--- src/hdl/pnpc_fifo.sv ---
// small register queue, used between front and back and for results
// depends on nothing but its parameters
module pnpc_fifo #(
  parameter int DW    = 8,
  parameter int DEPTH = 2
) (
  input  logic          clk_i,
  input  logic          rst_ni,
  input  logic          wr_i,
  input  logic [DW-1:0] wdata_i,
  output logic          full_o,
  input  logic          rd_i,
  output logic [DW-1:0] rdata_o,
  output logic          empty_o
);

  localparam int AB = (DEPTH > 1) ? $clog2(DEPTH) : 1;
  localparam int CB = $clog2(DEPTH + 1);

  logic [DW-1:0] mem_q [DEPTH];
  logic [AB-1:0] wp_q, rp_q;
  logic [CB-1:0] cnt_q;
  logic          do_wr, do_rd;

  assign full_o  = (cnt_q == CB'(DEPTH));
  assign empty_o = (cnt_q == '0);
  assign do_wr   = wr_i && !full_o;
  assign do_rd   = rd_i && !empty_o;
  assign rdata_o = mem_q[rp_q];

  always_ff @(posedge clk_i) begin
    if (do_wr) begin
      mem_q[wp_q] <= wdata_i;
    end
  end

  always_ff @(posedge clk_i or negedge rst_ni) begin
    if (!rst_ni) begin
      wp_q  <= '0;
      rp_q  <= '0;
      cnt_q <= '0;
    end else begin
      if (do_wr) begin
        wp_q <= (wp_q == AB'(DEPTH - 1)) ? '0 : wp_q + 1'b1;
      end
      if (do_rd) begin
        rp_q <= (rp_q == AB'(DEPTH - 1)) ? '0 : rp_q + 1'b1;
      end
      cnt_q <= cnt_q + CB'(do_wr) - CB'(do_rd);
    end
  end

`ifndef NO_ASSERTIONS
  a_cnt_bound: assert property (@(posedge clk_i) disable iff (!rst_ni)
    cnt_q <= CB'(DEPTH)) else $error("queue count overrun");
  a_cnt_track: assert property (@(posedge clk_i) disable iff (!rst_ni)
    (do_wr && !do_rd) |=> cnt_q == $past(cnt_q) + 1'b1) else $error("count lost a write");
  a_ptr_sync: assert property (@(posedge clk_i) disable iff (!rst_ni)
    empty_o |-> wp_q == rp_q) else $error("pointers disagree when empty");
`endif

endmodule

--- config.mk ---
export PLATFORM = sky130hd
export DESIGN_NAME = pnpc_fifo
export DESIGN_NICKNAME = d
export VERILOG_FILES = /design/src/hdl/pnpc_fifo.sv
export SDC_FILE = /design/constraint.sdc
export NUM_CORES = 1
export LEC_CHECK = 0
export BUFFER_PORTS_ARGS = -buffer_cell sky130_fd_sc_hd__buf_2
export CAP_MARGIN = 20
export CORE_MARGIN = 2
export CORE_UTILIZATION = 52
export DETAILED_ROUTE_END_ITERATION = 7
export GPL_ROUTABILITY_DRIVEN = 0
export PLACE_DENSITY = 0.91
export SLEW_MARGIN = 20
export SYNTH_ARGS = -nofsm -noshare
export SYNTH_HDL_FRONTEND = slang
export SYNTH_SLANG_ARGS = --single-unit
--- constraint.sdc ---
create_clock -name clk_i -period 2.5 [get_ports clk_i]
set_input_delay 0.75 -clock clk_i [delete_from_list [all_inputs] [get_ports clk_i]]
set_output_delay 0.75 -clock clk_i [all_outputs]
set_load 0.005 [all_outputs]
; ---- Word level (Yosys, flattened, before mapping)
; Memory sizes are Yosys's and may differ from the RTL's.
; Cells that the tools add are included.
[op_classes]
n_addsub = 4
n_eq_ne = 1
muxes = 4
reduce_logical = 5
[op_table]
columns = operator, n
row1 = $mux 1, 4
row2 = $add 1x1->1 const B, 2
row3 = $add 2x1->2, 1
row4 = $eq 2x2->1 const B, 1
row5 = $logic_and 1x1->1, 2
row6 = $logic_not 1->1, 2
row7 = $logic_not 2->1, 1
row8 = $sub 2x1->2, 1
[word_totals]
reg_bits = 4
ram_bits = 16
inputBits = 12
out_inout_bits = 10
word_cells = 18
memories = 1
[memory_table]
columns = name, depth, width, read_ports, rd_clocked_by_memory_dff, wr, line_no
row1 = mem_q, 2, 8, 1, 0, 1, 20  ; logic [DW-1:0] mem_q [DEPTH];

; ---- Logic depth before layout (Yosys ltp)
[logic_depth]
depth_word = 5
mapped_depth = 7
mapped_depth_nobuf = 7

; ---- Worst setup path before layout
; OpenSTA, ideal clock, no wires.
[synth_timing]
kind = input port to flip-flop
from = in rd_i
to = reg cnt_q[1]
setup_time_ns = 0.123
arrival_time_ns = 1.609
required_ns = 2.377
path_slack_ns = 0.768
cell_stages = 6
path_buffers = 0
cell_sequence = nor2b_2 -> ha_1 -> inv_1 -> ha_1 -> xnor2_1 -> xnor2_1
[synth_between]
elab_chain_len = 2
[synth_lines]
columns = item, line_no
row1 = "start, declared", 12  ; input logic rd_i,
row2 = $logic_and 1x1->1, 28  ; assign do_rd = rd_i && !empty_o;
row3 = $sub 2x1->2, 49  ; cnt_q <= cnt_q + CB'(do_wr) - CB'(do_rd);
row4 = "end signal, assigned", 49
row5 = "end, declared", 22  ; logic [CB-1:0] cnt_q;
; No other way between the ends.
; A chain may end at the register's enable or synchronous reset.

; ---- Worst setup path in the final report
[layout_timing]
from = reg rp_q
to = out rdata_o[5]
[layout_between]
elab_chain_len = 1
[layout_lines]
columns = item, line_no
row1 = "start, declared", 21  ; logic [AB-1:0] wp_q, rp_q;
row2 = "start signal, assigned", 47  ; rp_q <= (rp_q == AB'(DEPTH - 1)) ? '0 : rp_q + 1'b1;
row3 = $mem_v2 2x8, n/a
row4 = "end, declared", 13  ; output logic [DW-1:0] rdata_o,
; No other way between the ends.

==> impl_metrics.py <==
metrics = {
    "outcome": {
        "outcome": "finished, final reports clean",
    },
    "floorplanning": {
        "die_y_um": 42.84,
        "die_w_um": 42.84,
        "rows": 14,
        "pin_count": 22,
        "dieArea_sq_um": 1835,
        "initial_utilization": 0.5396,
        "core_area_sq_um": 1454,
    },
    "cts": {
        "cts_root_buffer": "clkbuf_4",
        "post-cts-setup-buffer-count": 0,
        "numCtsBuffers": 3,
        "cts_num_sinks": 20,
        "htreeDepth": 1,
        "ctsHoldBuffers": 0,
        "cts_tree": "done",
        "clock_path_buffers": 2,
        "ctsResizeCount": 0,
        "clk_latency_ps": 290,
        "cts.clk_slew.worst_paths_ps": 100,
    },
    "timing": {
        "tightestPinTransition_ps": 684.8,
        "skew_ps": 6.368,
        "post-route-min-period_ps": 2142,
        "fin_crit_sh": 0.8569,
        "maxSlewHeadroom": 0.5418,
        "hold_viol": 0,
        "setup_tns_ps": 0,
        "slew_violations": 0,
        "finalSetupViolCount": 0,
        "rsz0062_at_grt": "no",
        "clock.fmax_mhz": 466.8,
    },
    "route": {
        "drt_pass1_iterations": 4,
        "wl_um": 1168,
        "ant_nets": 0,
        "wl_per_cell_um": 14.07,
        "drt_iter0_markers": 7,
        "via_count": 428,
        "drc_errors": 0,
        "viasPerCell": 5.157,
    },
    "global_routing": {
        "grt_pass1_wl_um": 1876,
        "grt_remaining_overflow": 0,
        "grt_usage": 0.1503,
        "antenna_found_initial": 0,
        "grt_pass1_vias": 415,
        "grt_max_degree": 12,
    },
    "yosys": {
        "syn_area_per_cell_sq_um": 18.24,
        "synth_top_area_share": 0.6124,
        "synth_cells": 43,
        "synth_top_cell_by_area": "edfxtp_1",
        "synth_area_sq_um": 784.5,
        "ys_types": 14,
        "synth-seq-cells": 20,
        "syn_nets": 57,
        "yosysWarnings": 0,
        "ys_seq_area_frac": 0.7400,
        "synthTopCellsByArea": "edfxtp_1, dfrtp_1, mux2_2",
    },
    "placed_design": {
        "dp_hpwl_um": 866.3,
        "port_buffers": 21,
    },
    "power": {
        "p_per_area_nw_per_um2": 1071,
        "p_leak_nw": 0.3836,
        "vdd_drop_max_mv": 0.6863,
    },
    "worst_hold_path": {
        "holdCritPathClass": "primary input to async pin",
    },
    "layout": {
        "finalNetCount": 82,
        "final_core_util": 0.6360,
        "area_growth_syn_to_layout_pct": 17.86,
        "drive_above_1_share": 0.5075,
        "antenna_cells": 0,
    },
    "critical_path": {
        "cp.required_ps": 1750,
        "cp_max_fo": 9,
        "cp-end-kind": "output port",
        "path_class": "register to output port",
        "crit_arrival_ps": 1390,
        "start_kind": "register",
    },
    "run": {
        "max_cap_viol_count": 0,
    },
}
placed cells by master (no fill, tap or decap), drive strengths merged:
| master | n |
|---|---|
| and3 | 1 |
| nor2b | 1 |
| clkbuf | 4 |
| edfxtp | 16 |
| xnor2 | 3 |
| nand2 | 1 |
| inv | 2 |
| nand2b | 1 |
| mux2 | 8 |
| buf | 21 |
| ha | 2 |
| dfrtp | 4 |
| xor2 | 1 |
| nor2 | 2 |
metal layers:
metal / track usage / part of all wire / vias up
li1: - / - / 203
met1: 0.1808 / 0.42 / 204
met2: 0.2455 / 0.51 / 19
met3: 0.02979 / 0.066 / 2
met4: 0.09375 / 0.0068 / 0
met5: 0 / 0 / -
synthesized netlist by cell type:
library cell and instances:
nor2_2 1, edfxtp_1 16, and3_1 1, ha_1 2
xnor2_1 3, mux2_2 8, nand2b_1 1, dfrtp_1 4
nand2_1 1, nor2_1 1, buf_6 1, nor2b_2 1
xor2_1 1, inv_1 2
area by class of cell:
type | instances | area (sq um)
clock buffers | 4 | 26.28
fillers | 114 | 529.3
inverters | 2 | 7.507
multi-input cells | 20 | 185.2
flip-flops and latches | 20 | 580.6
well taps | 16 | 20.02
repair buffers | 21 | 105.1
per-stage QoR:
| stage | setup slack [ps] | area (sq um) | hold WS, ps | total power, mW | std cells |
|---|---|---|---|---|---|
| global placement | 659.2 | 898.4 | 475.0 | 0.8384 | 79 |
| detailed placement | 616.8 | 898.4 | 486.6 | 0.8577 | 79 |
| CTS | 332.3 | 924.6 | 244.7 | 1.006 | 83 |
| global route | 308.5 | 924.6 | 243.3 | 1.060 | 83 |
| finish | 357.8 | 924.6 | 252.0 | 0.9900 | 83 |
| floorplan | 767.6 | 784.5 | 454.4 | 0.7509 | 43 |
critical path, cell delays in order (launching register included):
cell and delay (ps):
dfrtp_1 600, mux2_2 380, buf_2 130
final timing paths:
path	slack, ps	depth (start not counted)	start	to
worst max-delay path	360	2	rp_q$_DFFE_PN0P_	rdata_o[5]
min in group clk_i	500	1	wp_q$_DFFE_PN0N_	wp_q$_DFFE_PN0N_
max in group asynchronous	2130	1	rst_ni	rp_q$_DFFE_PN0P_
worst min-delay path	250	1	rst_ni	cnt_q[0]$_DFF_PN0_
worst max register to register	930	3	cnt_q[1]$_DFF_PN0_	mem_q[0][7]$_DFFE_PP_
worst min register to register	500	1	wp_q$_DFFE_PN0N_	wp_q$_DFFE_PN0N_
state kept, by name, indices dropped and copies added, names as in the netlist:
name and flops:
mem_q 16, cnt_q 2, rp_q 1, wp_q 1
power by group:
| part | total, mW | leakage, nW | internal, mW | switching, mW |
|---|---|---|---|---|
| sequential | 0.531 | 0.195 | 0.466 | 0.0652 |
| clock | 0.149 | 0.0150 | 0.0619 | 0.0866 |
| combinational | 0.310 | 0.173 | 0.175 | 0.135 |
| total | 0.990 | 0.384 | 0.704 | 0.286 |
kinds of logic after synthesis:
kind of cell / count (synthesis) / synth area share
xor+xnor: 4 / 0.04467
fa+ha+maj: 2 / 0.03189
buf+inv: 3 / 0.02393
simple gates: 6 / 0.04467
flops: 20 / 0.7400
mux: 8 / 0.1148
Note: power is estimated with default switching activity, not from simulation.
