**src/hdl/pnpc_pkg.sv**
```systemverilog
// shared types and constants for the polyline near-plane clip unit
// no dependencies
package pnpc_pkg;

  localparam int COORD_BITS_DEF = 32;
  localparam int FRAC_BITS_DEF  = 16;
  localparam int CFG_IDX_BITS   = 3;

  typedef enum logic [CFG_IDX_BITS-1:0] {
    CFG_COEF_X   = 3'd0,
    CFG_COEF_Y   = 3'd1,
    CFG_COEF_Z   = 3'd2,
    CFG_OFFSET   = 3'd3,
    CFG_CLIP     = 3'd4
  } cfg_idx_e;

  // what the back end has to produce for one queued vertex
  typedef enum logic [1:0] {
    KIND_VERT,
    KIND_CROSS_OUT,
    KIND_CROSS_IN
  } kind_e;

  // front end sequencer
  typedef enum logic [2:0] {F_IDLE, F_MUL, F_ACC, F_SUM, F_CLS} fst_e;

  // back end sequencer
  typedef enum logic [2:0] {B_IDLE, B_DIV, B_MUL, B_ADD, B_EMITC, B_EMITV} bst_e;

  typedef struct packed {
    logic  valid;
    kind_e kind;
  } ent_ctl_t;

endpackage

```
**src/hdl/pnpc_front.sv**
```systemverilog
// front end: depth dot product, saturation, front/back classification
// depends on pnpc_pkg
module pnpc_front import pnpc_pkg::*; #(
  parameter int W = COORD_BITS_DEF,
  parameter int F = FRAC_BITS_DEF
) (
  input  logic         clk_i,
  input  logic         rst_ni,
  input  logic         push_i,
  output logic         full_o,
  input  logic [W-1:0] pt_x_i,
  input  logic [W-1:0] pt_y_i,
  input  logic [W-1:0] pt_z_i,
  input  logic         first_i,
  input  logic         last_i,
  input  logic [W-1:0] coef_x_i,
  input  logic [W-1:0] coef_y_i,
  input  logic [W-1:0] coef_z_i,
  input  logic [W-1:0] offset_i,
  input  logic [W-1:0] clip_i,
  output ent_ctl_t     ent_o,
  input  logic         ent_ready_i,
  output logic [W-1:0] cur_x_o,
  output logic [W-1:0] cur_y_o,
  output logic [W-1:0] cur_z_o,
  output logic [W-1:0] prv_x_o,
  output logic [W-1:0] prv_y_o,
  output logic [W-1:0] prv_z_o,
  output logic [W:0]   un_o,
  output logic [W:0]   ud_o
);

  localparam int AW = 2 * W + 2;

  fst_e state_q, state_d;
  logic [W-1:0]          pt_q [3];
  logic [W-1:0]          prv_q [3];
  logic                  first_q, last_q;
  logic [1:0]            k_q, k_d;
  logic signed [2*W-1:0] prod_q;
  logic signed [AW-1:0]  acc_q, acc_d;
  logic signed [W-1:0]   dep_q, dep_d;
  logic signed [W-1:0]   prv_dep_q;
  logic                  prv_front_q;
  logic [W-1:0]          coef_sel;
  logic signed [AW-1:0]  sh, sum;
  logic signed [W:0]     num, den;
  logic                  front, need, done;
  kind_e                 kind;

  always_comb begin
    case (k_q)
      2'd0:    coef_sel = coef_x_i;
      2'd1:    coef_sel = coef_y_i;
      default: coef_sel = coef_z_i;
    endcase
  end

  // floor shift of the exact sum, then offset, then saturate
  assign sh  = acc_q >>> F;
  assign sum = sh + AW'($signed(offset_i));
  always_comb begin
    if (sum[AW-1:W-1] == '0 || sum[AW-1:W-1] == '1) begin
      dep_d = sum[W-1:0];
    end else if (sum[AW-1]) begin
      dep_d = {1'b1, {(W-1){1'b0}}};
    end else begin
      dep_d = {1'b0, {(W-1){1'b1}}};
    end
  end

  assign front = dep_q < $signed(clip_i);
  assign num   = (W+1)'(prv_dep_q) - (W+1)'($signed(clip_i));
  assign den   = (W+1)'(prv_dep_q) - (W+1)'(dep_q);
  assign un_o  = num[W] ? (W+1)'(-num) : (W+1)'(num);
  assign ud_o  = den[W] ? (W+1)'(-den) : (W+1)'(den);

  always_comb begin
    need = 1'b0;
    kind = KIND_VERT;
    if (first_q) begin
      need = last_q || front;
    end else if (prv_front_q && front) begin
      need = 1'b1;
    end else if (prv_front_q != front) begin
      need = 1'b1;
      kind = front ? KIND_CROSS_IN : KIND_CROSS_OUT;
    end
  end

  assign cur_x_o = pt_q[0];
  assign cur_y_o = pt_q[1];
  assign cur_z_o = pt_q[2];
  assign prv_x_o = prv_q[0];
  assign prv_y_o = prv_q[1];
  assign prv_z_o = prv_q[2];
  assign full_o  = (state_q != F_IDLE);
  assign done    = (state_q == F_CLS) && (!need || ent_ready_i);

  always_comb begin
    state_d     = state_q;
    k_d         = k_q;
    acc_d       = acc_q;
    ent_o.valid = 1'b0;
    ent_o.kind  = kind;
    case (state_q)
      F_IDLE: begin
        k_d   = '0;
        acc_d = '0;
        if (push_i) state_d = F_MUL;
      end
      F_MUL: state_d = F_ACC;
      F_ACC: begin
        acc_d = acc_q + AW'(prod_q);
        k_d   = k_q + 1'b1;
        state_d = (k_q == 2'd2) ? F_SUM : F_MUL;
      end
      F_SUM: state_d = F_CLS;
      F_CLS: begin
        ent_o.valid = need;
        if (done) state_d = F_IDLE;
      end
      default: state_d = F_IDLE;
    endcase
  end

  always_ff @(posedge clk_i or negedge rst_ni) begin
    if (!rst_ni) begin
      state_q     <= F_IDLE;
      k_q         <= '0;
      prv_q[0]    <= '0;
      prv_q[1]    <= '0;
      prv_q[2]    <= '0;
      prv_dep_q   <= '0;
      prv_front_q <= 1'b0;
    end else begin
      state_q <= state_d;
      k_q     <= k_d;
      if (done) begin
        prv_q[0]    <= pt_q[0];
        prv_q[1]    <= pt_q[1];
        prv_q[2]    <= pt_q[2];
        prv_dep_q   <= dep_q;
        prv_front_q <= front;
      end
    end
  end

  always_ff @(posedge clk_i) begin
    acc_q  <= acc_d;
    prod_q <= $signed(coef_sel) * $signed(pt_q[k_q]);
    if (state_q == F_SUM) dep_q <= dep_d;
    if (state_q == F_IDLE && push_i) begin
      pt_q[0] <= pt_x_i;
      pt_q[1] <= pt_y_i;
      pt_q[2] <= pt_z_i;
      first_q <= first_i;
      last_q  <= last_i;
    end
  end

endmodule

```
**config.mk**
```make
export PLATFORM = sky130hd
export DESIGN_NAME = pnpc_front
export DESIGN_NICKNAME = d
export VERILOG_FILES = /design/src/hdl/pnpc_pkg.sv /design/src/hdl/pnpc_front.sv
export SDC_FILE = /design/constraint.sdc
export NUM_CORES = 2
export LEC_CHECK = 0
export ABC_AREA = 1
export BUFFER_PORTS_ARGS = -buffer_cell sky130_fd_sc_hd__clkbuf_2
export CAP_MARGIN = 0
export CORE_AREA = 4 4 374 376
export DETAILED_ROUTE_END_ITERATION = 8
export DIE_AREA = 0 0 378 380
export PLACE_DENSITY_LB_ADDON = 0.1
export SETUP_SLACK_MARGIN = 0.5
export SKIP_LAST_GASP = 1
export SLEW_MARGIN = 30
export SYNTH_ARGS = -nofsm -noshare
export SYNTH_HDL_FRONTEND = slang
export SYNTH_SLANG_ARGS = --single-unit
```
**constraint.sdc**
```tcl
create_clock -name clk_i -period 18.9 [get_ports clk_i]
set_input_delay 0.945 -clock clk_i [delete_from_list [all_inputs] [get_ports clk_i]]
set_output_delay 0.945 -clock clk_i [all_outputs]
set_load 0.005 [all_outputs]
```
# Word level (Yosys, flattened, before mapping)
# Memory sizes are Yosys's and may differ from the RTL's.
# Index checks and enable logic that the tools add are counted.
[totals] mem_count=1 output_inout_bits=262 ff_bits=298 mem_bits_rw=96 elab_cells=66
[memory_table] memory="pt_q" depth=3 word_bits=32 read_ports=4 rd_ports_with_merged_regs=0 write_ports=3 line="pnpc_front.sv:36" source="logic [W-1:0] pt_q [3];"
[classes] add_sub_neg=7 n_reduce_logical=13 multipliers=1 eq_ne=10 n_lt_le_gt_ge=1 n_mux=21
[ops] operator="$pmux W66 S2" count=1
[ops] operator="$add A66 B64 Y66" count=1
[ops] operator="$mux W33" count=2
[ops] operator="$neg A33 Y33" count=2
[ops] operator="$sub A32 B32 Y33" count=2
[ops] operator="$mul A32 B32 Y64" count=1
[ops] operator="$mux W32" count=2
[ops] operator="$pmux W32 S2" count=1
[ops] operator="$add A50 B32 Y51" count=1
[ops] operator="$eq A35 B35 Y1 const B" count=1
[ops] operator="$logic_not A35 Y1" count=1
[ops] operator="$lt A32 B32 Y1" count=1
[ops] operator="$pmux W3 S5" count=1
[ops] operator="$mux W2" count=5
[ops] operator="$eq A3 B2 Y1 const B" count=2
[ops] operator="$mux W1" count=6
[ops] operator="$mux W3" count=2
[ops] operator="$ne A2 B2 Y1 const B" count=2
[ops] operator="$pmux W2 S2" count=1
[ops] operator="$eq A3 B1 Y1 const B" count=1
[ops] operator="$eq A3 B3 Y1 const B" count=1
[ops] operator="$logic_and A1 B1 Y1" count=3
[ops] operator="$logic_not A3 Y1" count=1
[ops] operator="$logic_or A1 B1 Y1" count=3
[ops] operator="other kinds (9)" count=9

# Logic depth before layout (Yosys ltp)
[depth] ltp_word=10 mapped_depth=42

# Worst setup path before layout
# No wires, ideal clock.
[synth_path] path_kind="register to register" start="reg k_q[1]" end="reg prod_q[63]" path_slack_ps=9797 period_less_slack_ps=9103 setup_ps=120 stages_incl_launch_ff=34 arrival_time_ps=8983 required_ps=18780 path_cell_list="dfrtp_1 inv_1 buf_2 clkbuf_1 clkbuf_1 ha_1 clkbuf_1 nor2_1 clkbuf_1 a21oi_1 clkbuf_1 nor2_1 fa_1 fa_1 fa_1 fa_1 inv_1 fa_1 inv_1 fa_1 inv_1 fa_1 fa_1 inv_1 ha_1 a21oi_1 inv_1 a31oi_1 o21ai_0 a21oi_1 o211ai_1 nand4_1 nand3_1 xnor2_1"
[synth_via] elab_chain_cells=3 elab_cells_between_ends=5
[synth_rtl] element="from (decl)" line="pnpc_front.sv:39" source="logic [1:0] k_q, k_d;"
[synth_rtl] element="from (signal assigned)" line="pnpc_front.sv:138" source="k_q <= k_d;"
[synth_rtl] element="$eq A2 B1 Y1 / $logic_not A2 Y1 (equally long branches)" line="pnpc_front.sv:52" source="case (k_q)"
[synth_rtl] element="$pmux W32 S2" line="pnpc_front.sv:52"
[synth_rtl] element="$mul A32 B32 Y64 *" line="pnpc_front.sv:151" source="prod_q <= $signed(coef_sel) * $signed(pt_q[k_q]);"
[synth_rtl] element="to (signal assigned)" line="pnpc_front.sv:151"
[synth_rtl] element="to (decl)" line="pnpc_front.sv:40" source="logic signed [2*W-1:0] prod_q;"
# Every way passes the cells marked *; elsewhere a longest branch is shown, timed or not.
# A chain may end at the register's enable or synchronous reset.

# Final worst setup path
[layout_path] start="reg k_q[0]" end="reg prod_q[47]"
# The elaborated chain is that of the path after synthesis.

==> reports/qor.yml <==
ys_top_cells_by_count: "nand2_1, inv_1, fa_1"
grtUsageMet1_pct: 48.4
worst_slew_pin_slew_ns: 1.11
grt_max_degree: 88
r2r-end: "prod_q[47]"
slew_violations: 0
cts_root_buf: "clkbuf_16"
arrival_ns: 11.57
dieArea_um2: 144000
cpLargestDelayFamily: "adder cells"
core-area_um2: 137000
drt-initial-drc-count: 5535
endpoint_kind: "register"
fp.dieH_um: 380
postSynthAreaPerCell_um2: 7.87
htreeDepth: 2
fin_crit_ns: 11.03
routed_via_density: 5.52
antenna_found_initial: 9
rows: 136
finalHoldViolations: 0
grt-busiest-layer: "met2"
synthesis.area_um2: 65200
cts_tree: "built"
worstSkewPairLatency_ns: 0.64
routed_wl_um: 250000
ys_warn_count: 0
crit_buf_inv: 9
hold_path_class: "primary input to asynchronous set/reset pin"
ff2ff_setup_slack_ns: 7.87
cts_resized: 0
grt_pass1_wl_um: 374000
vias: 58300
cts_sinks: 394
wl_per_cell_um: 23.6
track_usage_pct: 34.7
crit_end: "prod_q[47]"
post-route-period-util_pct: 58.4
setup-tns-final_ns: 0
cp_num_cells: 34
relSlewSlack_pct: 25.1
postRouteAntennaNets: 0
reg2regPathDepth: 34
start_kind: "register"
route.detailed.drc: 0
cp.required_ns: 19.44
maxCapViolations: 0
dr.pass1.iters: 9
synth_most_common_cell: "nand2_1"
outcome: "finished, final reports clean"
fmax_ghz: 0.0906
netlist_top_cells_area: "fa_1, nand2_1, inv_1"
synth_area_leader_cell: "fa_1"
finalWeightedCongestion: 0.981
dieWidth_um: 378
grt_pass1_vias: 59100
nets: 10500
use_met3_pct: 6.54
clk_pin_slew_ns: 0.06
yosysUniqueCellTypes: 60
cts_setup_buffers: 0
crit_slowest_cell: "clkinv_1"
top_level_ports: 524
rsz0062_at_grt: "no"
setup_viol: 0
hold_buffers: 0
synth_top_cell_area_share_pct: 33.3
critical_path_class: "register to register"
hpwl_um: 207000
synthArstFlopShare_pct: 34.0
ys_seq_area_share_pct: 16.1
start_util_pct: 47.7
drive_gt1_share_pct: 9.68
met2_usage_pct: 54.0
numPortBuffers: 523
cpMostUsedCell: "fa_1"
skew_ns: 0.0199
reg2reg_from: "k_q[0]"
synth_fp_nets: 10000
critPathMaxStageDelay_ns: 1.00
grt_overflow: 0
ys.flop_type: "edfxtp_1"
synth_cells: 8291
synth_seq_cells: 394
fillCellCount: 13600
cts_buffers: 48
synth_edf_count: 196
crit_start: "k_q[0]"
cp_max_fo: 36
clockBufferDepth: 3
synthToLayoutAreaGrowth_pct: 9.99
[state kept, by name, summed over array words and instances, names as in the netlist, 2 cells and up]
name,count
pt_q,96
acc_q,66
prod_q,64
dep_q,32
prv_dep_q,32
prv_x_o,32
prv_y_o,32
prv_z_o,32
state_q,3
k_q,2
[layout make-up]
class | instances | area (um^2) | area share [%]
sequential | 394 | 10500 | 14.7
antenna | 2 | 5.00 | 0.00698
clock buffer | 67 | 1410 | 1.96
clock inverter | 23 | 226 | 0.316
multi-input combinational | 5988 | 47700 | 66.5
inverter | 1684 | 6320 | 8.81
timing repair buffer | 608 | 3280 | 4.58
tap | 1794 | 2240 | 3.13
[worst register-to-register path, delay by kind of cell (launching register included)]
family                   cells  cell delay [ns]
AO/OA/AOI/OAI                3             1.32
XOR/XNOR                     1             0.19
adder cells (fa/ha/maj)     10             4.50
buffers and inverters        9             2.43
flip-flops                   1             0.38
AND/OR/NAND/NOR             11             2.11
[logic make-up after synthesis]
| group | synth area share [%] |
|---|---|
| xor+xnor | 2.51 |
| simple gates | 21.1 |
| compound gates | 8.18 |
| fa+ha+maj | 41.0 |
| flops | 16.1 |
| buf+inv | 11.1 |
[through the flow]
stage | worst slack, ns | utilization, % | instances | hold WS, ns | cell area (um^2)
after floorplan | 9.80 | - | 8291 | 0.442 | 65200
after detailed placement | 8.11 | 51.2 | 10500 | 0.457 | 70000
after CTS | 8.08 | 52.4 | 10600 | 0.367 | 71700
after global routing | 7.43 | 52.4 | 10600 | 0.405 | 71700
after global placement | 7.95 | 51.2 | 10500 | 0.454 | 70000
final | 7.87 | 52.4 | 10600 | 0.357 | 71700
[worst min path at each step]
stage	start	end	depth (start not counted)	slack (ns)
2_1_floorplan	prv_dep_q[0]	prv_dep_q[0]	2	0.44
3_3_place_gp	prv_z_o[26]	prv_z_o[26]	2	0.45
6_report	rst_ni	prv_y_o[27]	1	0.36
5_1_grt	rst_ni	prv_y_o[27]	1	0.40
3_5_place_dp	prv_y_o[19]	prv_y_o[19]	2	0.46
4_1_cts	rst_ni	prv_y_o[27]	1	0.37
[layer usage]
metal  vias to the layer above  share of wire (%)
li1                      26300                  -
met1                     28900                 42
met2                      2605                 44
met3                       476                9.1
met4                         4                4.3
met5                         -              0.011
[layout by cell type, fill, tap and decap left out, types with 14 or more instances in the layout]
master,n
a21oi_2,26
clkbuf_16,51
dfxtp_1,64
nor2_2,18
fa_1,1086
a21oi_1,398
clkinv_1,19
xnor2_1,61
nand3_1,321
nand4_1,80
edfxtp_1,196
dfrtp_1,134
o21a_1,38
nor2_1,1032
ha_1,398
buf_4,84
a21o_1,25
a22o_1,32
o21bai_1,29
o21ai_0,283
or2_2,23
o211ai_1,14
xor2_1,120
nand2_1,1754
nand2_2,17
inv_1,1656
clkbuf_2,522
a31oi_1,48
nor3_1,56
Power is not shown: default switching activity piles up to over one toggle a cycle in this logic, so the estimate is an artifact.
