`src/hdl/pnpc_pkg.sv`:
```
// shared types and constants for the polyline near-plane clip unit
// no dependencies
package pnpc_pkg;

  localparam int COORD_BITS_DEF = 32;
  localparam int FRAC_BITS_DEF  = 16;
  localparam int CFG_IDX_BITS   = 3;

  typedef enum logic [CFG_IDX_BITS-1:0] {
    CFG_COEF_X   = 3'd0,
    CFG_COEF_Y   = 3'd1,
    CFG_COEF_Z   = 3'd2,
    CFG_OFFSET   = 3'd3,
    CFG_CLIP     = 3'd4
  } cfg_idx_e;

  // what the back end has to produce for one queued vertex
  typedef enum logic [1:0] {
    KIND_VERT,
    KIND_CROSS_OUT,
    KIND_CROSS_IN
  } kind_e;

  // front end sequencer
  typedef enum logic [2:0] {F_IDLE, F_MUL, F_ACC, F_SUM, F_CLS} fst_e;

  // back end sequencer
  typedef enum logic [2:0] {B_IDLE, B_DIV, B_MUL, B_ADD, B_EMITC, B_EMITV} bst_e;

  typedef struct packed {
    logic  valid;
    kind_e kind;
  } ent_ctl_t;

endpackage

```
`src/hdl/pnpc_back.sv`:
```
// back end: serial divide for t, lerp of the crossing, result writes
// depends on pnpc_pkg
module pnpc_back import pnpc_pkg::*; #(
  parameter int W = COORD_BITS_DEF,
  parameter int F = FRAC_BITS_DEF
) (
  input  logic         clk_i,
  input  logic         rst_ni,
  input  logic         ent_empty_i,
  output logic         ent_rd_o,
  input  kind_e        kind_i,
  input  logic [W-1:0] cur_x_i,
  input  logic [W-1:0] cur_y_i,
  input  logic [W-1:0] cur_z_i,
  input  logic [W-1:0] prv_x_i,
  input  logic [W-1:0] prv_y_i,
  input  logic [W-1:0] prv_z_i,
  input  logic [W:0]   un_i,
  input  logic [W:0]   ud_i,
  output logic         res_wr_o,
  input  logic         res_full_i,
  output logic [W-1:0] res_x_o,
  output logic [W-1:0] res_y_o,
  output logic [W-1:0] res_z_o,
  output logic         res_end_o
);

  localparam int PW = W + F + 3;
  localparam int CB = $clog2(F + 2);

  bst_e state_q, state_d;
  kind_e               kind_q;
  logic [W-1:0]        cur_q [3];
  logic [W-1:0]        prv_q [3];
  logic [W-1:0]        crd_q [3];
  logic [W+1:0]        rem_q, rem_d;
  logic [W:0]          ud_q;
  logic [F:0]          t_q, t_d;
  logic [CB-1:0]       cnt_q, cnt_d;
  logic [1:0]          ax_q, ax_d;
  logic signed [PW-1:0] prod_q, rnd;
  logic signed [W:0]   diff;
  logic                ge;
  logic [W+1:0]        sub;

  assign ge   = rem_q >= (W+2)'(ud_q);
  assign sub  = ge ? rem_q - (W+2)'(ud_q) : rem_q;
  assign diff = (W+1)'($signed(cur_q[ax_q])) - (W+1)'($signed(prv_q[ax_q]));
  // round half up before the shift
  assign rnd  = (prod_q + (PW'(1) <<< (F - 1))) >>> F;

  always_comb begin
    state_d   = state_q;
    rem_d     = rem_q;
    t_d       = t_q;
    cnt_d     = cnt_q;
    ax_d      = ax_q;
    ent_rd_o  = 1'b0;
    res_wr_o  = 1'b0;
    res_x_o   = cur_q[0];
    res_y_o   = cur_q[1];
    res_z_o   = cur_q[2];
    res_end_o = 1'b1;
    case (state_q)
      B_IDLE: begin
        ent_rd_o = !ent_empty_i;
        rem_d    = (W+2)'(un_i);
        t_d      = '0;
        cnt_d    = '0;
        ax_d     = '0;
        if (!ent_empty_i) begin
          if (kind_i == KIND_VERT) state_d = B_EMITV;
          else if (ud_i == '0)     state_d = B_MUL;
          else                     state_d = B_DIV;
        end
      end
      B_DIV: begin
        t_d   = {t_q[F-1:0], ge};
        rem_d = {sub[W:0], 1'b0};
        cnt_d = cnt_q + 1'b1;
        if (cnt_q == CB'(F)) state_d = B_MUL;
      end
      B_MUL: state_d = B_ADD;
      B_ADD: begin
        ax_d    = ax_q + 1'b1;
        state_d = (ax_q == 2'd2) ? B_EMITC : B_MUL;
      end
      B_EMITC: begin
        res_x_o   = crd_q[0];
        res_y_o   = crd_q[1];
        res_z_o   = crd_q[2];
        res_end_o = (kind_q == KIND_CROSS_OUT);
        res_wr_o  = 1'b1;
        if (!res_full_i) state_d = (kind_q == KIND_CROSS_IN) ? B_EMITV : B_IDLE;
      end
      B_EMITV: begin
        res_wr_o = 1'b1;
        if (!res_full_i) state_d = B_IDLE;
      end
      default: state_d = B_IDLE;
    endcase
  end

  always_ff @(posedge clk_i or negedge rst_ni) begin
    if (!rst_ni) begin
      state_q <= B_IDLE;
      cnt_q   <= '0;
      ax_q    <= '0;
    end else begin
      state_q <= state_d;
      cnt_q   <= cnt_d;
      ax_q    <= ax_d;
    end
  end

  always_ff @(posedge clk_i) begin
    rem_q  <= rem_d;
    t_q    <= t_d;
    prod_q <= PW'(diff) * PW'($signed({1'b0, t_q}));
    if (state_q == B_ADD) crd_q[ax_q] <= prv_q[ax_q] + rnd[W-1:0];
    if (ent_rd_o) begin
      kind_q   <= kind_i;
      ud_q     <= ud_i;
      cur_q[0] <= cur_x_i;
      cur_q[1] <= cur_y_i;
      cur_q[2] <= cur_z_i;
      prv_q[0] <= prv_x_i;
      prv_q[1] <= prv_y_i;
      prv_q[2] <= prv_z_i;
    end
  end

`ifndef NO_ASSERTIONS
  a_cross_kind: assert property (@(posedge clk_i) disable iff (!rst_ni)
    (state_q == B_EMITC) |-> kind_q != KIND_VERT) else $error("crossing for plain vertex");
  a_t_range: assert property (@(posedge clk_i) disable iff (!rst_ni)
    (state_q == B_ADD) |-> t_q <= ((F+1)'(1) << F)) else $error("t above one");
  a_hold: assert property (@(posedge clk_i) disable iff (!rst_ni)
    (res_wr_o && res_full_i) |=> $stable(state_q)) else $error("result dropped");
`endif

endmodule

```
`config.mk`:
```
export PLATFORM = sky130hd
export DESIGN_NAME = pnpc_back
export DESIGN_NICKNAME = d
export VERILOG_FILES = /design/src/hdl/pnpc_pkg.sv /design/src/hdl/pnpc_back.sv
export SDC_FILE = /design/constraint.sdc
export NUM_CORES = 2
export LEC_CHECK = 0
export ABC_AREA = 1
export BUFFER_PORTS_ARGS = -buffer_cell sky130_fd_sc_hd__buf_2
export CAP_MARGIN = 20
export CORE_MARGIN = 2
export CORE_UTILIZATION = 45
export DETAILED_ROUTE_END_ITERATION = 7
export GPL_ROUTABILITY_DRIVEN = 0
export GPL_TIMING_DRIVEN = 0
export HOLD_SLACK_MARGIN = 0.05
export PLACE_DENSITY = 0.74
export SKIP_LAST_GASP = 1
export SYNTH_ARGS = -nofsm -noshare
export SYNTH_HDL_FRONTEND = slang
export SYNTH_SLANG_ARGS = --single-unit
```
`constraint.sdc`:
```
create_clock -name clk_i -period 16.72 [get_ports clk_i]
set_clock_uncertainty 0.2 [all_clocks]
set_input_delay 0 -clock clk_i [delete_from_list [all_inputs] [get_ports clk_i]]
set_output_delay 0 -clock clk_i [all_outputs]
set_load 0.005 [all_outputs]
```
; ---- Word level (Yosys, flattened, before mapping)
; Memory sizes are Yosys's and may differ from the RTL's.
; Index checks and enable logic that the tools add are counted.
[word_totals]
latchBits = 0
output_inout_bits = 99
rom_bits = 0
n_memories = 3
in_bits = 264
elab_cells = 64
mem_bits_rw = 288
register_bits = 144
[mem_list]
columns = memory, depth, width, read_ports, rd_clocked_by_memory_dff, wr, line_no
row1 = crd_q, 3, 32, 3, 0, 1, pnpc_back.sv:35  ; logic [W-1:0] crd_q [3];
row2 = cur_q, 3, 32, 4, 0, 3, pnpc_back.sv:33  ; logic [W-1:0] cur_q [3];
row3 = prv_q, 3, 32, 1, 0, 3, pnpc_back.sv:34  ; logic [W-1:0] prv_q [3];
[op_classes]
div_mod_pow = 0
eq_ne = 13
n_mul = 1
bitwise = 0
n_mux = 24
reduce_logical = 8
add_sub_neg = 6
magnitude_cmp = 1
shift = 0
[ops]
columns = op, count
row1 = 2-to-1 mux 32 bit, 3
row2 = case mux 34 bit (2 select lines), 1
row3 = "adder 48 x 17 -> 48 bit, second input constant", 1
row4 = multiplier 33 x 18 -> 48 bit, 1
row5 = greater-or-equal comparator 34 x 33 -> 1 bit, 1
row6 = case mux 17 bit (2 select lines), 1
row7 = logical NOT 33 bit, 1
row8 = 2-to-1 mux 33 bit, 1
row9 = subtractor 32 x 32 -> 33 bit, 1
row10 = subtractor 33 bit, 1
row11 = adder 32 bit, 1
row12 = 2-to-1 mux 3 bit, 7
row13 = case mux 3 bit (6 select lines), 1
row14 = case mux 5 bit (2 select lines), 1
row15 = "inequality test 2 bit, second input constant", 4
row16 = 2-to-1 mux 1 bit, 7
row17 = "== test 3 x 2 -> 1 bit, second input constant", 2
row18 = "== test 3 bit, second input constant", 2
row19 = "adder 5 x 1 -> 5 bit, second input constant", 1
row20 = "== test 5 bit, second input constant", 1
row21 = "== test 2 bit, second input constant", 2
row22 = case mux 2 bit (2 select lines), 1
row23 = AND reduction 4 bit, 1
row24 = nonzero test 2 bit, 2
row25 = 8 further kinds, 8

; ---- Longest topological paths before layout
[depth]
ltp_word = 5
ltp_mapped = 45
ltp_nobuf = 42

; ---- Worst setup path after synthesis
; OpenSTA, ideal clock, no wires.
[synth_timing]
path_kind = register to register
startpoint = register state_q[1]
endpoint = memory cur_q[0][0] (netlist name), enable pin
arrival_ps = 10239
n_path_buf = 0
slack_ps = 5460
period_less_slack_ps = 11260
setup_time_ps = 821
path_stages_with_launch = 6
t_required_ps = 15699
cell_sequence = dfrtp_1 nor2_1 inv_1 nor2_1 inv_1 nor2_1
[synth_rtl]
columns = element, line_no
row1 = "start, declared", pnpc_back.sv:31  ; bst_e state_q, state_d;
row2 = "start signal, assigned", pnpc_back.sv:110  ; state_q <= state_d;
row3 = "end, declared", pnpc_back.sv:33

; ---- Worst setup path after layout
[layout_timing]
startpoint = register ax_q[1]
endpoint = register prod_q[39]
[layout_between]
elab_chain_cells = 3
elab_cells_between_ends = 4
cone_classes = add/sub (1) / mul (1) / memory (2)
[layout_lines]
columns = element, line_no
row1 = "start, declared", pnpc_back.sv:40  ; logic [1:0] ax_q, ax_d;
row2 = "start signal, assigned", pnpc_back.sv:108  ; ax_q <= '0;
row3 = "start signal, assigned", pnpc_back.sv:112  ; ax_q <= ax_d;
row4 = memory read (3 x 32 bit) (on tied branches), n/a
row5 = subtractor 32 x 32 -> 33 bit (*), pnpc_back.sv:48  ; assign diff = (W+1)'($signed(cur_q[ax_q])) - (W+1)'($signed(prv_q[ax_q]));
row6 = multiplier 33 x 18 -> 48 bit (*), pnpc_back.sv:119  ; prod_q <= PW'(diff) * PW'($signed({1'b0, t_q}));
row7 = "end signal, assigned", pnpc_back.sv:119
row8 = "end, declared", pnpc_back.sv:41  ; logic signed [PW-1:0] prod_q, rnd;
; Mark *: on every way between the ends. The rest lies on a longest branch, timed or not.
; A chain may end at the register's enable or synchronous reset.

==> flow_metrics.tcl <==
set metrics [dict create \
    outcome "finished, violations left" \
    violations "DRC" \
    final_antenna_net_count 0 \
    worst-path-buf-inv 12 \
    clock_sinks 417 \
    grt_max_degree 34 \
    min_delay_path_depth 4 \
    regArea_um2 12100 \
    post-cts-setup-buffers 0 \
    grt_pass1_vias 41300 \
    ys_seq_area_share_pct 29.1 \
    ys_types 55 \
    fp.dieW_um 308 \
    routed_wl_um 157000 \
    min_to "rem_q[2]$_DFFE_PP_" \
    cts_resized 0 \
    r2r-start "ax_q[1]$_DFFE_PN0P_" \
    clk_latency_ns 0.61 \
    die_y_um 308 \
    slowest_delay_ns 0.88 \
    synth_area_um2 41700 \
    drv_slew 0 \
    yosysTopAreaCell "edfxtp_1" \
    arrival_ns 12.39 \
    syn_nets 5906 \
    yosys_warnings 0 \
    worstHoldStart "un_i[2]" \
    ys_seq_elements 417 \
    drc 353 \
    nFillCells 7486 \
    multi_input_area_um2 24900 \
    crit_slowest_cell "clkbuf_1" \
    post-route-period-util_pct 72.2 \
    reg2reg_slack_ns 4.64 \
    cts_root_buffer "clkbuf_16" \
    ctsHtreeMaxLevel 2 \
    max_freq_mhz 82.8 \
    holdWs_ns 0.0700 \
    synth_top_cell_area_share_pct 26.9 \
    initialDrtViolationCount 6196 \
    endpoint_kind "flop" \
    vias 40100 \
    hpwl_um 110000 \
    grt.met3_usage_pct 11.8 \
    met1_usage_pct 37.7 \
    pin_count 363 \
    busiest_layer "met2" \
    setup.worst_path.class "reg -> reg" \
    cap_violations 0 \
    setup_slack_ns 4.64 \
    yosys-top-cells-area "edfxtp_1 27%, fa_1 25%, inv_1 9.5%, nand2_1 9.3%, ha_1 6.4%" \
    gr-usage-all-layers_pct 33.0 \
    cts_tree "done" \
    grt_pass1_wl_um 236000 \
    worstPathRequired_ns 17.03 \
    synthArstFlopShare_pct 2.40 \
    synthFlopType "edfxtp_1" \
    viasPerCell 5.62 \
    wl_per_cell_um 21.9 \
    final_util_pct 56.6 \
    start_util_pct 45.4 \
    drive_above_1_share_pct 9.88 \
    r2r_end "prod_q[39]$_DFF_P_" \
    tightestPinTransition_ns 1.15 \
    syn2layout_area_growth_pct 24.5 \
    fin_nets 6837 \
    cts.clk_slew.worst_paths_ns 0.07 \
    min_period_ns 12.08 \
    num_rows 111 \
    port_buffers 362 \
    tns_ns 0 \
    fp.coreArea_um2 91800 \
    relSlewSlack_pct 22.8 \
    finalHoldViolCount 0 \
    synth_edf_count 374 \
    rsz0062_at_grt "false" \
    antenna_found_initial 13 \
    synth_cells 4913 \
    cts_max_path_buffers 3 \
    worstSetupStartpointType "flop" \
    r2r_cells 38 \
    dieArea_um2 95100 \
    place_worst_setup_slack_ns 5.10 \
    syn_avg_cell_area_um2 8.49 \
    first_pass_iters 8 \
    cts_made_buffers 43 \
    grt_overflow 0 \
    finalSetupViolCount 0 \
    path_max_fanout 11 \
    critPathTopFamily "adder cells" \
    holdCritPathClass "in -> reg" \
    grt_use_met2_pct 51.2 \
]
==> cells in the mapped netlist, drive strengths merged (19+ instances only) <==
| cell | n |
|---|---|
| ha | 212 |
| xor2 | 94 |
| dfxtp | 33 |
| nand2 | 1045 |
| inv | 1056 |
| xnor2 | 50 |
| o211ai | 39 |
| edfxtp | 374 |
| buf | 32 |
| nor4 | 21 |
| a21o | 22 |
| fa | 517 |
| or2 | 64 |
| nor2 | 540 |
| nor3 | 32 |
| nand4 | 21 |
| a31oi | 19 |
| o21ai | 136 |
| nand3 | 197 |
| a21oi | 225 |
| clkbuf | 117 |
==> layout by cell type (no fill, tap or decap), types with 5 or more instances in the layout <==
cell type	n
bufinv_16	5
nor4_1	21
o211ai_1	39
inv_2	6
diode_2	18
clkbuf_16	44
a21boi_0	5
clkbuf_1	120
buf_12	9
nand2_2	12
clkinv_1	12
ha_1	212
xnor2_1	50
nand3b_1	5
a21o_1	22
a21oi_1	222
nand4_1	21
xor2_1	93
o21a_1	8
clkinv_2	7
a31oi_1	19
o21bai_1	10
fa_1	517
dfxtp_1	33
nor3_1	29
nand2_1	1031
buf_6	8
or2_2	60
inv_1	1050
nand3_1	196
dlygate4sd3_1	510
edfxtp_1	374
o21ai_0	132
dfrtp_1	10
buf_2	379
clkinvlp_4	5
buf_4	7
nor2_1	534
==> per-stage QoR <==
| step | instance area, um^2 | instances |
|---|---|---|
| global route | 51900 | 7130 |
| global placement | 45100 | 6518 |
| finish | 51900 | 7140 |
| detailed placement | 45300 | 6528 |
| CTS | 51900 | 7118 |
| floorplan | 41700 | 4913 |
==> repair_timing <==
item / CTS / global route
hold buffers: 510 / 0
setup endpoints to repair: 0 / 0
endpoints found under the hold margin: 382 / 0
==> kinds of logic (layout without fill, tap and decap cells) <==
group           Yosys count  count (layout)  synth area share (%)
fa+ha+maj               729             729                  31.2
xor+xnor                144             144                  3.04
flops                   417             417                  29.1
simple gates           1933            1933                  19.0
buf+inv                1212            2178                  11.1
compound gates          478             478                  6.51
other cells               0              18                     0
==> worst max path at each step <==
stage / startpoint / endpoint / slack, ns / cells after the start
final: ax_q[1]$_DFFE_PN0P_ / prod_q[39]$_DFF_P_ / 4.64 / 38
after global routing: ax_q[1]$_DFFE_PN0P_ / prod_q[33]$_DFF_P_ / 4.39 / 38
after CTS: ax_q[1]$_DFFE_PN0P_ / prod_q[39]$_DFF_P_ / 5.06 / 38
after detailed placement: ax_q[1]$_DFFE_PN0P_ / prod_q[39]$_DFF_P_ / 5.10 / 38
after global placement: state_q[1]$_DFFE_PN0P_ / ent_rd_o / 0.96 / 6
after floorplan: state_q[1]$_DFFE_PN0P_ / cur_q[0][0]$_DFFE_PP_ / 5.46 / 5
==> worst reg2reg max path, delay by kind of cell (launching register included) <==
kind	cells	cell delay (ns)
AOI/OAI and AO/OA	6	1.39
xor gates and xnor gates	2	0.99
adders and majority gates	9	4.27
buffers and inverters	12	3.47
DFF	1	0.38
and+or+nand+nor	9	1.27
==> metal layers <==
metal	vias up	part of all wire [%]
met1	18800	33
met5	-	0.016
li1	17000	-
met4	4	9.0
met2	3369	44
met3	967	14
==> registers in the layout, indices dropped and copies added (netlist names) <==
signal   cells
prod_q      33
ud_q        33
crd_q       96
cnt_q        5
ax_q         2
cur_q       96
kind_q       2
rem_q       34
prv_q       96
t_q         17
state_q      3
==> area by class of cell <==
cell class / instances / share of cell area, %
Multi-Input combinational cell: 3284 / 48.0
Clock buffer: 51 / 2.18
Sequential cell: 417 / 23.4
Buffer: 149 / 1.26
Timing Repair Buffer: 886 / 13.8
Inverter: 1063 / 7.68
Tap cell: 1243 / 2.99
Antenna cell: 18 / 0.0867
Clock inverter: 29 / 0.602
Power is left out: the tool's default activity adds up to more than one toggle a clock period on the data nets, which glitch-free logic cannot reach.
